<file path="src/sv/ptt_pkg.sv">
// Shared types and codes for the periodic task timer table.
// Used by the top level; depends on nothing else.
package ptt_pkg;

	localparam int TICK_W = 32;
	localparam int SLOT_W = 4;

	typedef enum logic [1:0] {
		OP_CREATE  = 2'd0,
		OP_DESTROY = 2'd1,
		OP_PAUSE   = 2'd2,
		OP_TICK    = 2'd3
	} op_t;

	typedef enum logic {
		KIND_REPLY = 1'b0,
		KIND_FIRED = 1'b1
	} kind_t;

	typedef enum logic {
		STATUS_OK   = 1'b0,
		STATUS_FULL = 1'b1
	} status_t;

	typedef enum logic [1:0] {
		ST_IDLE,
		ST_SCAN,
		ST_EMIT
	} state_t;

	typedef struct packed {
		op_t               operation;
		logic [TICK_W-1:0] current_tick;
		logic [TICK_W-1:0] interval;
		logic [SLOT_W-1:0] slot;
		logic              pause_flag;
	} cmd_t;

	typedef struct packed {
		kind_t             kind;
		logic [SLOT_W-1:0] slot_id;
		status_t           status;
		logic              last;
	} res_t;

endpackage

</file>
<file path="src/sv/ptt_ram.sv">
// Generic single write port, single read port RAM with registered read data.
// Self-contained; no package dependency.
module ptt_ram #(
	parameter int WIDTH = 32,
	parameter int DEPTH = 16
) (
	input  logic                                       clk,
	input  logic                                       we,
	input  logic [((DEPTH > 1) ? $clog2(DEPTH) : 1)-1:0] waddr,
	input  logic [WIDTH-1:0]                           wdata,
	input  logic                                       re,
	input  logic [((DEPTH > 1) ? $clog2(DEPTH) : 1)-1:0] raddr,
	output logic [WIDTH-1:0]                           rdata
);

	logic [WIDTH-1:0] mem_q [DEPTH];
	logic [WIDTH-1:0] rdata_q;

	always_ff @(posedge clk) begin
		if (we) begin
			mem_q[waddr] <= wdata;
		end
		if (re) begin
			rdata_q <= mem_q[raddr];
		end
	end

	assign rdata = rdata_q;

endmodule

</file>
<file path="src/sv/periodic_task_timer_table.sv">
// Periodic task timer table: slot allocation and release, pause control and tick scan.
// Depends on ptt_pkg and ptt_ram (slot periods and last fire ticks).
//
//   channel | direction | handshake            | payload
//   cmd     | in        | cmd_valid, cmd_stall | ptt_pkg::cmd_t
//   res     | out       | res_valid, res_stall | ptt_pkg::res_t
//
// Create, destroy and set pause are done without leaving the idle state.
// A tick reads one slot per cycle from the two slot RAMs during the scan,
// then emits a result for each fired slot while res is not stalled.
// Reset clears all live and pause bits at once; no clearing pass is needed.
// A held result in the output register stalls cmd while res_stall is high.
module periodic_task_timer_table #(
	parameter int MAX_TASKS = 16
) (
	input  logic          clk,
	input  logic          arst_n,
	input  logic          cmd_valid,
	output logic          cmd_stall,
	input  ptt_pkg::cmd_t cmd,
	output logic          res_valid,
	input  logic          res_stall,
	output ptt_pkg::res_t res
);

	localparam int TABLE_SIZE = (MAX_TASKS < 16) ? MAX_TASKS : 16;
	localparam int IDX_W = (TABLE_SIZE > 1) ? $clog2(TABLE_SIZE) : 1;
	localparam logic [IDX_W-1:0] LAST_IDX = IDX_W'(TABLE_SIZE - 1);

	ptt_pkg::state_t state_q, state_d;
	logic [IDX_W-1:0] chk_q, chk_d;
	logic [TABLE_SIZE-1:0] due_q, due_d;
	logic [TABLE_SIZE-1:0] valid_q, paused_q;
	logic [ptt_pkg::TICK_W-1:0] now_q;
	ptt_pkg::res_t res_q, load_res;
	logic res_valid_q;
	logic load;

	logic cmd_acc, out_free, cmd_in_range, table_full, scan_due;
	logic [IDX_W-1:0] cmd_idx, free_idx, fire_idx;
	logic [TABLE_SIZE-1:0] fire_rest;

	logic per_we, last_we, rd_en;
	logic [IDX_W-1:0] wr_idx, rd_idx;
	logic [ptt_pkg::TICK_W-1:0] last_wdata, period_rd, last_rd;

	assign cmd_acc = cmd_valid && !cmd_stall;
	assign out_free = !res_valid_q || !res_stall;
	assign cmd_in_range = 32'(cmd.slot) < TABLE_SIZE;
	assign cmd_idx = cmd.slot[IDX_W-1:0];

	always_comb begin
		free_idx = '0;
		table_full = 1'b1;
		for (int i = TABLE_SIZE - 1; i >= 0; i--) begin
			if (!valid_q[i]) begin
				free_idx = IDX_W'(i);
				table_full = 1'b0;
			end
		end
	end

	always_comb begin
		fire_idx = '0;
		for (int i = TABLE_SIZE - 1; i >= 0; i--) begin
			if (due_q[i]) begin
				fire_idx = IDX_W'(i);
			end
		end
		fire_rest = due_q;
		fire_rest[fire_idx] = 1'b0;
	end

	assign scan_due = valid_q[chk_q] && !paused_q[chk_q] && ((now_q - last_rd) >= period_rd);

	ptt_ram #(
		.WIDTH(ptt_pkg::TICK_W),
		.DEPTH(TABLE_SIZE)
	) u_period_ram (
		.clk  (clk),
		.we   (per_we),
		.waddr(wr_idx),
		.wdata(cmd.interval),
		.re   (rd_en),
		.raddr(rd_idx),
		.rdata(period_rd)
	);

	ptt_ram #(
		.WIDTH(ptt_pkg::TICK_W),
		.DEPTH(TABLE_SIZE)
	) u_last_ram (
		.clk  (clk),
		.we   (last_we),
		.waddr(wr_idx),
		.wdata(last_wdata),
		.re   (rd_en),
		.raddr(rd_idx),
		.rdata(last_rd)
	);

	always_comb begin
		state_d = state_q;
		chk_d = chk_q;
		due_d = due_q;
		per_we = 1'b0;
		last_we = 1'b0;
		wr_idx = free_idx;
		last_wdata = cmd.current_tick;
		rd_en = 1'b0;
		rd_idx = chk_q + IDX_W'(1);
		load = 1'b0;
		load_res = '0;
		cmd_stall = (state_q != ptt_pkg::ST_IDLE) || (res_valid_q && res_stall);
		unique case (state_q)
			ptt_pkg::ST_IDLE: begin
				if (cmd_acc) begin
					unique case (cmd.operation)
						ptt_pkg::OP_CREATE: begin
							per_we = !table_full;
							last_we = !table_full;
							load = 1'b1;
							load_res.kind = ptt_pkg::KIND_REPLY;
							load_res.slot_id = table_full ? '0 : ptt_pkg::SLOT_W'(free_idx);
							load_res.status = table_full ? ptt_pkg::STATUS_FULL
								: ptt_pkg::STATUS_OK;
							load_res.last = 1'b1;
						end
						ptt_pkg::OP_TICK: begin
							rd_en = 1'b1;
							rd_idx = '0;
							chk_d = '0;
							due_d = '0;
							state_d = ptt_pkg::ST_SCAN;
						end
						ptt_pkg::OP_DESTROY, ptt_pkg::OP_PAUSE: begin
						end
						default: begin
						end
					endcase
				end
			end
			ptt_pkg::ST_SCAN: begin
				last_we = scan_due;
				wr_idx = chk_q;
				last_wdata = now_q;
				due_d[chk_q] = scan_due;
				if (chk_q == LAST_IDX) begin
					state_d = (due_d != '0) ? ptt_pkg::ST_EMIT : ptt_pkg::ST_IDLE;
				end else begin
					rd_en = 1'b1;
					chk_d = chk_q + IDX_W'(1);
				end
			end
			ptt_pkg::ST_EMIT: begin
				if (out_free) begin
					load = 1'b1;
					load_res.kind = ptt_pkg::KIND_FIRED;
					load_res.slot_id = ptt_pkg::SLOT_W'(fire_idx);
					load_res.status = ptt_pkg::STATUS_OK;
					load_res.last = (fire_rest == '0);
					due_d = fire_rest;
					if (fire_rest == '0) begin
						state_d = ptt_pkg::ST_IDLE;
					end
				end
			end
			default: begin
				state_d = ptt_pkg::ST_IDLE;
			end
		endcase
	end

	always_ff @(posedge clk or negedge arst_n) begin
		if (!arst_n) begin
			state_q <= ptt_pkg::ST_IDLE;
			chk_q <= '0;
			due_q <= '0;
			valid_q <= '0;
			paused_q <= '0;
			res_valid_q <= 1'b0;
		end else begin
			state_q <= state_d;
			chk_q <= chk_d;
			due_q <= due_d;
			if (load) begin
				res_valid_q <= 1'b1;
			end else if (!res_stall) begin
				res_valid_q <= 1'b0;
			end
			if (cmd_acc) begin
				case (cmd.operation)
					ptt_pkg::OP_CREATE: begin
						if (!table_full) begin
							valid_q[free_idx] <= 1'b1;
							paused_q[free_idx] <= 1'b0;
						end
					end
					ptt_pkg::OP_DESTROY: begin
						if (cmd_in_range) begin
							valid_q[cmd_idx] <= 1'b0;
							paused_q[cmd_idx] <= 1'b0;
						end
					end
					ptt_pkg::OP_PAUSE: begin
						if (cmd_in_range && valid_q[cmd_idx]) begin
							paused_q[cmd_idx] <= cmd.pause_flag;
						end
					end
					default: begin
					end
				endcase
			end
		end
	end

	always_ff @(posedge clk) begin
		if (load) begin
			res_q <= load_res;
		end
		if (cmd_acc && cmd.operation == ptt_pkg::OP_TICK) begin
			now_q <= cmd.current_tick;
		end
	end

	assign res_valid = res_valid_q;
	assign res = res_q;

	a_create_goes_live: assert property (@(posedge clk) disable iff (!arst_n)
		cmd_acc && cmd.operation == ptt_pkg::OP_CREATE && !table_full
		|=> valid_q[$past(free_idx)])
		else $error("Created slot did not become live.");

	a_scan_ends: assert property (@(posedge clk) disable iff (!arst_n)
		state_q == ptt_pkg::ST_SCAN && chk_q == LAST_IDX |=> state_q != ptt_pkg::ST_SCAN)
		else $error("Tick scan ran past the last slot.");

	a_fired_is_live: assert property (@(posedge clk) disable iff (!arst_n)
		res_valid && res.kind == ptt_pkg::KIND_FIRED |-> valid_q[res.slot_id[IDX_W-1:0]])
		else $error("Fired request names a slot that is not live.");

	a_more_to_fire: assert property (@(posedge clk) disable iff (!arst_n)
		res_valid && res.kind == ptt_pkg::KIND_FIRED && !res.last
		|-> state_q == ptt_pkg::ST_EMIT)
		else $error("Non-final fired request without further slots pending.");

endmodule

</file>
<file path="config.mk">
export PLATFORM = sky130hd
export DESIGN_NAME = periodic_task_timer_table
export DESIGN_NICKNAME = d
export VERILOG_FILES = /design/src/sv/ptt_pkg.sv /design/src/sv/ptt_ram.sv /design/src/sv/periodic_task_timer_table.sv
export SDC_FILE = /design/constraint.sdc
export NUM_CORES = 2
export LEC_CHECK = 0
export ABC_CLOCK_PERIOD_IN_PS = 8500
export BUFFER_PORTS_ARGS = -buffer_cell sky130_fd_sc_hd__clkbuf_2
export CORE_ASPECT_RATIO = 0.75
export CORE_MARGIN = 2
export CORE_UTILIZATION = 50
export DETAILED_ROUTE_END_ITERATION = 16
export PLACE_DENSITY = 0.65
export SYNTH_ARGS = -nofsm -noshare
export SYNTH_HDL_FRONTEND = slang
export SYNTH_SLANG_ARGS = --single-unit
</file>
<file path="constraint.sdc">
create_clock -name clk -period 8.5 [get_ports clk]
set_clock_uncertainty 0.1 [all_clocks]
set_input_delay 0 -clock clk [delete_from_list [all_inputs] [get_ports clk]]
set_output_delay 0 -clock clk [all_outputs]
set_load 0.02 [all_outputs]
</file>
# Yosys cells after proc, flatten, opt, wreduce, memory -nomap -nowiden
# Memory sizes are Yosys's and may differ from the RTL's. A register that Yosys moved wholly into a read port is not among the register bits.
# Cells that the tools add are included.
totals:
  reg_bits: 94
  ramBits: 1024
  input_bits: 75
  output_inout_bits: 9
  word_cells: 190
  memories: 2
op_classes:
  n_addsub: 2
  order_cmp: 9
  eq_ne: 15
  muxes: 113
  bitwise: 8
  reduce_logical: 30
mem_list:
  columns: ["memory", "words", "word_bits", "read_ports", "rd_ports_with_merged_regs", "wr", "line_no", "rtl"]
  rows:
  - ["u_last_ram.mem_q", 16, 32, 1, 1, 1, "ptt_ram.sv:16", "logic [WIDTH-1:0] mem_q [DEPTH];"]
  - ["u_period_ram.mem_q", 16, 32, 1, 1, 1, "ptt_ram.sv:16", null]
op_table:
  columns: ["op", "n"]
  rows:
  - ["$mux W4", 40]
  - ["$mux W16", 6]
  - ["$pmux W16 S3", 2]
  - ["$and A16 B16 Y16", 4]
  - ["$not A16 Y16", 3]
  - ["$mux W1", 39]
  - ["$bwmux W16", 2]
  - ["$ge A32 B32 Y1", 1]
  - ["$mux W32", 1]
  - ["$pmux W16 S2", 1]
  - ["$sub A32 B32 Y32", 1]
  - ["$lt A4 B5 Y1 const B", 4]
  - ["$demux W1 S4", 4]
  - ["$ge A4 B1 Y1 const B", 4]
  - ["$logic_not A16 Y1", 1]
  - ["$ne A2 B2 Y1 const B", 8]
  - ["$or A16 B16 Y16", 1]
  - ["$reduce_bool A16 Y1", 1]
  - ["$pmux W7 S2", 1]
  - ["$bmux W1 S4", 3]
  - ["$mux W2", 6]
  - ["$mux W6", 2]
  - ["$reduce_and A4 Y1", 3]
  - ["$logic_and A1 B1 Y1", 9]
  - ["other kinds (16)", 30]

# Longest topological paths before layout
depth:
  ltp_word: 26
  ltp_mapped: 25
  ltp_nobuf: 24

# Cells and area by module
# From an unflattened synthesis, not the netlist that was laid out.
unflattened:
  hier_cells: 2669
  hier_area_um2: 48637.9
by_module_without_submodules:
  columns: ["mod", "n_inst", "cells_each", "area_each_um2", "seq_area_each_um2"]
  rows:
  - ["ptt_ram", 2, 838, 20155.6, 16335.7]
  - ["periodic_task_timer_table", 1, 993, 8326.7, 2547.4]

# Worst setup path before layout
# Ideal clock, no wire load.
synth_path:
  path_type: "reg2reg"
  from: "register now_q[0] (netlist name)"
  to: "memory u_last_ram.mem_q[7][0], enable pin"
  setup_ns: 0.502
  arrival_ns: 7.012
  t_required_ns: 7.898
  path_slack_ns: 0.886
  path_stages_with_launch: 21
  n_path_buf: 0
  synth_period_minus_slack_ns: 7.614
  cell_sequence: "edfxtp_1 > inv_1 > ha_1 > inv_1 > fa_1 > a211oi_1 > o21ai_1 > a31oi_1 > o211ai_1 > a2111oi_0 > o31a_1 > nand3_1 > a31o_1 > a21oi_1 > xnor2_1 > ha_1 > nand4_1 > or2_2 > nor3_1 > a21oi_1 > nor4_1"
synth_between:
  elab_chain_len: 6
synth_lines:
  columns: ["element", "line_no", "rtl"]
  rows:
  - ["start: declaration", "periodic_task_timer_table.sv:34", "logic [ptt_pkg::TICK_W-1:0] now_q;"]
  - ["start signal: assignment", "periodic_task_timer_table.sv:222", "now_q <= cmd.current_tick;"]
  - ["$sub A32 B32 Y32", "periodic_task_timer_table.sv:74", "assign scan_due = valid_q[chk_q] && !paused_q[chk_q] && ((now_q - last_rd) >= period_rd);"]
  - ["$ge A32 B32 Y1", "periodic_task_timer_table.sv:74", null]
  - ["$logic_and A1 B1 Y1", "periodic_task_timer_table.sv:74", null]
  - ["$pmux W1 S2", "periodic_task_timer_table.sv:115", "unique case (state_q)"]
  - ["$mux W1", "ptt_ram.sv:20", "if (we) begin"]
  - ["$mux W1 (not written as such)", "ptt_ram.sv:21", "mem_q[waddr] <= wdata;"]
  - ["end: declaration", "ptt_ram.sv:16", null]
# Every way passes these cells.

# Worst setup path after layout
layout_path:
  from: "register now_q[0] (netlist name)"
  to: "memory u_last_ram.mem_q[9][21], enable pin"
# Same word-level chain as after synthesis.

==> metrics.md <==
| Metric | Value |
|---|---|
| Clock sink count | 1182 |
| Number of flops mapped to enable cells by yosys | 1127 |
| Largest net degree at the start of global routing | 171 |
| Die ar. | 103000 µm² |
| Mapped Cells | 3870 |
| Crit path kind | flop to flop |
| Final setup margin | 1.59 ns |
| Data required, critical path | 8.74 ns |
| CTS Root Cell | clkbuf_16 |
| Clock Path Buffers | 3 |
| Initial antenna violation count | 8 |
| Post-synth top flop | edfxtp_1 |
| Clock latency on the worst-skew pair | 0.75 ns |
| Hold WS | 0.0404 ns |
| Distinct cells, synth | 74 |
| Vias in the first global route | 31000 |
| First-pass GRT wire length | 204 mm |
| Die Y | 278 µm |
| DP HPWL | 74.8 mm |
| Slew HR | 20.8% |
| Max Cap Viol | 0 |
| DRT antenna net count | 0 |
| CTS buffer count | 110 |
| Fin. max-slew vios | 0 |
| I/O Pins | 84 |
| DR WL/cell | 25.4 µm |
| P per Cell Area | 324 nW/µm² |
| Initial Util | 50.5% |
| CP Launch Type | flop |
| Routability-driven placement congestion ratio | 0.906 |
| Initial detailed-routing violation count | 5012 |
| Peak Freq | 145 MHz |
| Dpl cells | 5066 |
| H-tree depth | 3 |
| Hold WC Path Type | primary input to flop |
| DIE WIDTH | 369 µm |
| Hold-fix buffers, CTS | 115 |
| CTS tree | yes |
| Postcts setup bufs | 0 |
| DR vias | 33500 |
| Fin crit period | 6.91 ns |
| Fin nets | 4114 |
| DRT Wirelength | 137 mm |
| CTS resizes | 0 |
| Leakage | 19.2 nW |
| PortBufs | 83 |
| Clock transition at path regs | 0.07 ns |
| Fin Setup TNS | 0 ns |
| Final Util | 57.2% |
| Crit Path Max Fanout | 32 |
| Pre-CTS setup slack | 1.75 ns |
| DR pass1 iterations | 6 |
| Status | complete, no violations |
| Fin cells | 5392 |
| Post-synthesis area per instance | 12.9 µm² |
| YS warnings | 0 |
| Fin. Hold Viols | 0 |
| Seq/Total Area, Yosys | 70.3% |
| CP endpoint kind | flop |
| Area Overhead vs Synth | 13.2% |
| Worst-margin pin slew | 1.19 ns |
| DRC errors left | 0 |
| Row count | 100 |
| Period Utilization, post-route | 81.3% |
| Yosys reg bits | 1182 |
| RSZ-0062 raised after global routing | no |
| Vias per cell | 6.21 |
| Worst vdd ir | 0.000319 V |
| Arrival time worst endpoint | 7.15 ns |
| Share of cells above drive strength 1 | 9.60% |
| Synth Net Count | 4017 |
| Finish-stage setup viols | 0 |
| Core area | 99200 µm² |
| GRT Overall Usage | 26.4% |
| Async S/R FF share, synth | 4.65% |
| Total grt overflow | 0 |
| Post-Synthesis Cell Area | 50100 µm² |
[where the power goes]
part	internal, mW	switching (mW)
sequential	7.06	0.159
combinational	1.91	4.28
clock	2.73	2.21
[layout make-up]
| type | count | area [µm²] |
|---|---|---|
| Tap cell | 1326 | 1660 |
| Clock buffer | 133 | 2840 |
| Fill cell | 7902 | 42500 |
| Sequential cell | 1182 | 35200 |
| Multi-Input combinational cell | 2332 | 13800 |
| Timing Repair Buffer | 247 | 2050 |
| Antenna cell | 5 | 12.5 |
| Clock inverter | 73 | 761 |
| Inverter | 94 | 365 |
[stage by stage]
| stage | instance area [µm²] | total power, mW |
|---|---|---|
| after CTS | 56700 | 18.4 |
| after detailed placement | 52000 | 13.4 |
| after floorplan | 50100 | 11.3 |
| after global placement | 52000 | 13.3 |
| final | 56700 | 18.4 |
| after global routing | 56700 | 19.2 |
[final timing paths]
kind / start / endpoint / slack, ns / cells past startpoint
worst max register to register: now_q[0]$_DFFE_PP_ / u_last_ram.mem_q[9][21]$_DFFE_PP_ / 1.59 / 21
max in group asynchronous: arst_n / chk_q[0]$_DFFE_PN0P_ / 7.25 / 4
min in group asynchronous: arst_n / due_q[7]$_DFFE_PN0P_ / 0.43 / 4
worst min register to register: paused_q[11]$_DFFE_PN0P_ / paused_q[11]$_DFFE_PN0P_ / 0.40 / 2
worst max-delay path: now_q[0]$_DFFE_PP_ / u_last_ram.mem_q[9][21]$_DFFE_PP_ / 1.59 / 21
worst min-delay path: cmd[44] / now_q[7]$_DFFE_PP_ / 0.04 / 2
[layout by cell type (no fill, tap or decap), types with 54 or more instances in the layout]
master	netlist	routed
and3_1	68	68
or3_1	132	132
ha_1	71	70
nand2_1	617	614
nor2_1	85	56
o211ai_1	134	134
dfrtp_1	55	54
o21ai_0	74	74
dlygate4sd3_1	0	115
o21ai_1	160	159
clkbuf_16	0	110
nand3_1	289	289
clkbuf_2	2	83
inv_1	91	91
edfxtp_1	1127	1127
a21oi_1	188	188
o221ai_1	131	131
a31oi_1	75	75
[synth_stat cells, drive strengths merged (8+ instances only)]
| master | count | area (µm²) |
|---|---|---|
| dfrtp | 55 | 1380 |
| o211ai | 134 | 1010 |
| o31ai | 17 | 138 |
| ha | 71 | 888 |
| nor4 | 8 | 56.3 |
| nor3 | 28 | 140 |
| a21boi | 8 | 60.1 |
| nand4 | 19 | 119 |
| nor2b | 11 | 68.8 |
| or3 | 132 | 826 |
| mux2 | 33 | 375 |
| o32ai | 10 | 87.6 |
| inv | 94 | 353 |
| nand2 | 618 | 2320 |
| nor2 | 87 | 332 |
| o22ai | 10 | 62.6 |
| nand3 | 289 | 1450 |
| o221ai | 131 | 1150 |
| xnor2 | 25 | 219 |
| o21ai | 234 | 1170 |
| clkbuf | 234 | 881 |
| nand2b | 8 | 50.1 |
| edfxtp | 1127 | 33800 |
| and3 | 69 | 433 |
| a21o | 31 | 233 |
| a31oi | 75 | 469 |
| a21oi | 188 | 941 |
| buf | 28 | 114 |
[critical path: stages, from the launching register on]
cell	delay (ns)
edfxtp_1	0.38
inv_1	0.07
ha_1	0.16
inv_1	0.05
fa_1	0.41
a211oi_1	0.37
o21ai_1	0.19
a31oi_1	0.36
o211ai_1	0.21
a2111oi_0	0.62
o31a_1	0.26
nand3_1	0.10
a31o_1	0.22
a21oi_1	0.19
xnor2_1	0.12
ha_1	0.32
nand4_1	0.08
or2_2	0.34
nor3_1	0.14
a21oi_1	0.30
or3_1	0.56
nor2_4	0.90
[flip-flops by register name, summed over array words and instances (netlist names)]
signal and cells:
u_last_ram.mem_q 512, u_period_ram.mem_q 512, now_q 32, u_last_ram.rdata 32, u_period_ram.rdata 32, due_q 16
paused_q 16, valid_q 16, res 7, chk_q 4, state_q 2, res_valid 1
[metal layers]
layer | wire [µm] | vias to the layer above | track usage [%]
met4 | 3230 | 6 | 6.70
met1 | 60500 | 16700 | 41.0
met3 | 11700 | 205 | 4.19
met2 | 61600 | 1624 | 38.8
met5 | 40 | - | 0
li1 | - | 15000 | -
[logic make-up (layout without fill, tap and decap cells)]
family,Yosys count,after routing,synth area share (%)
simple gates,1280,1280,11.7
flops,1182,1182,70.3
compound gates,904,904,11.7
buf+inv,356,547,2.69
fa+ha+maj,73,73,1.83
mux,43,43,1.12
xor+xnor,32,32,0.560
other cells,0,5,0
Note: power is estimated with default switching activity, not from simulation.
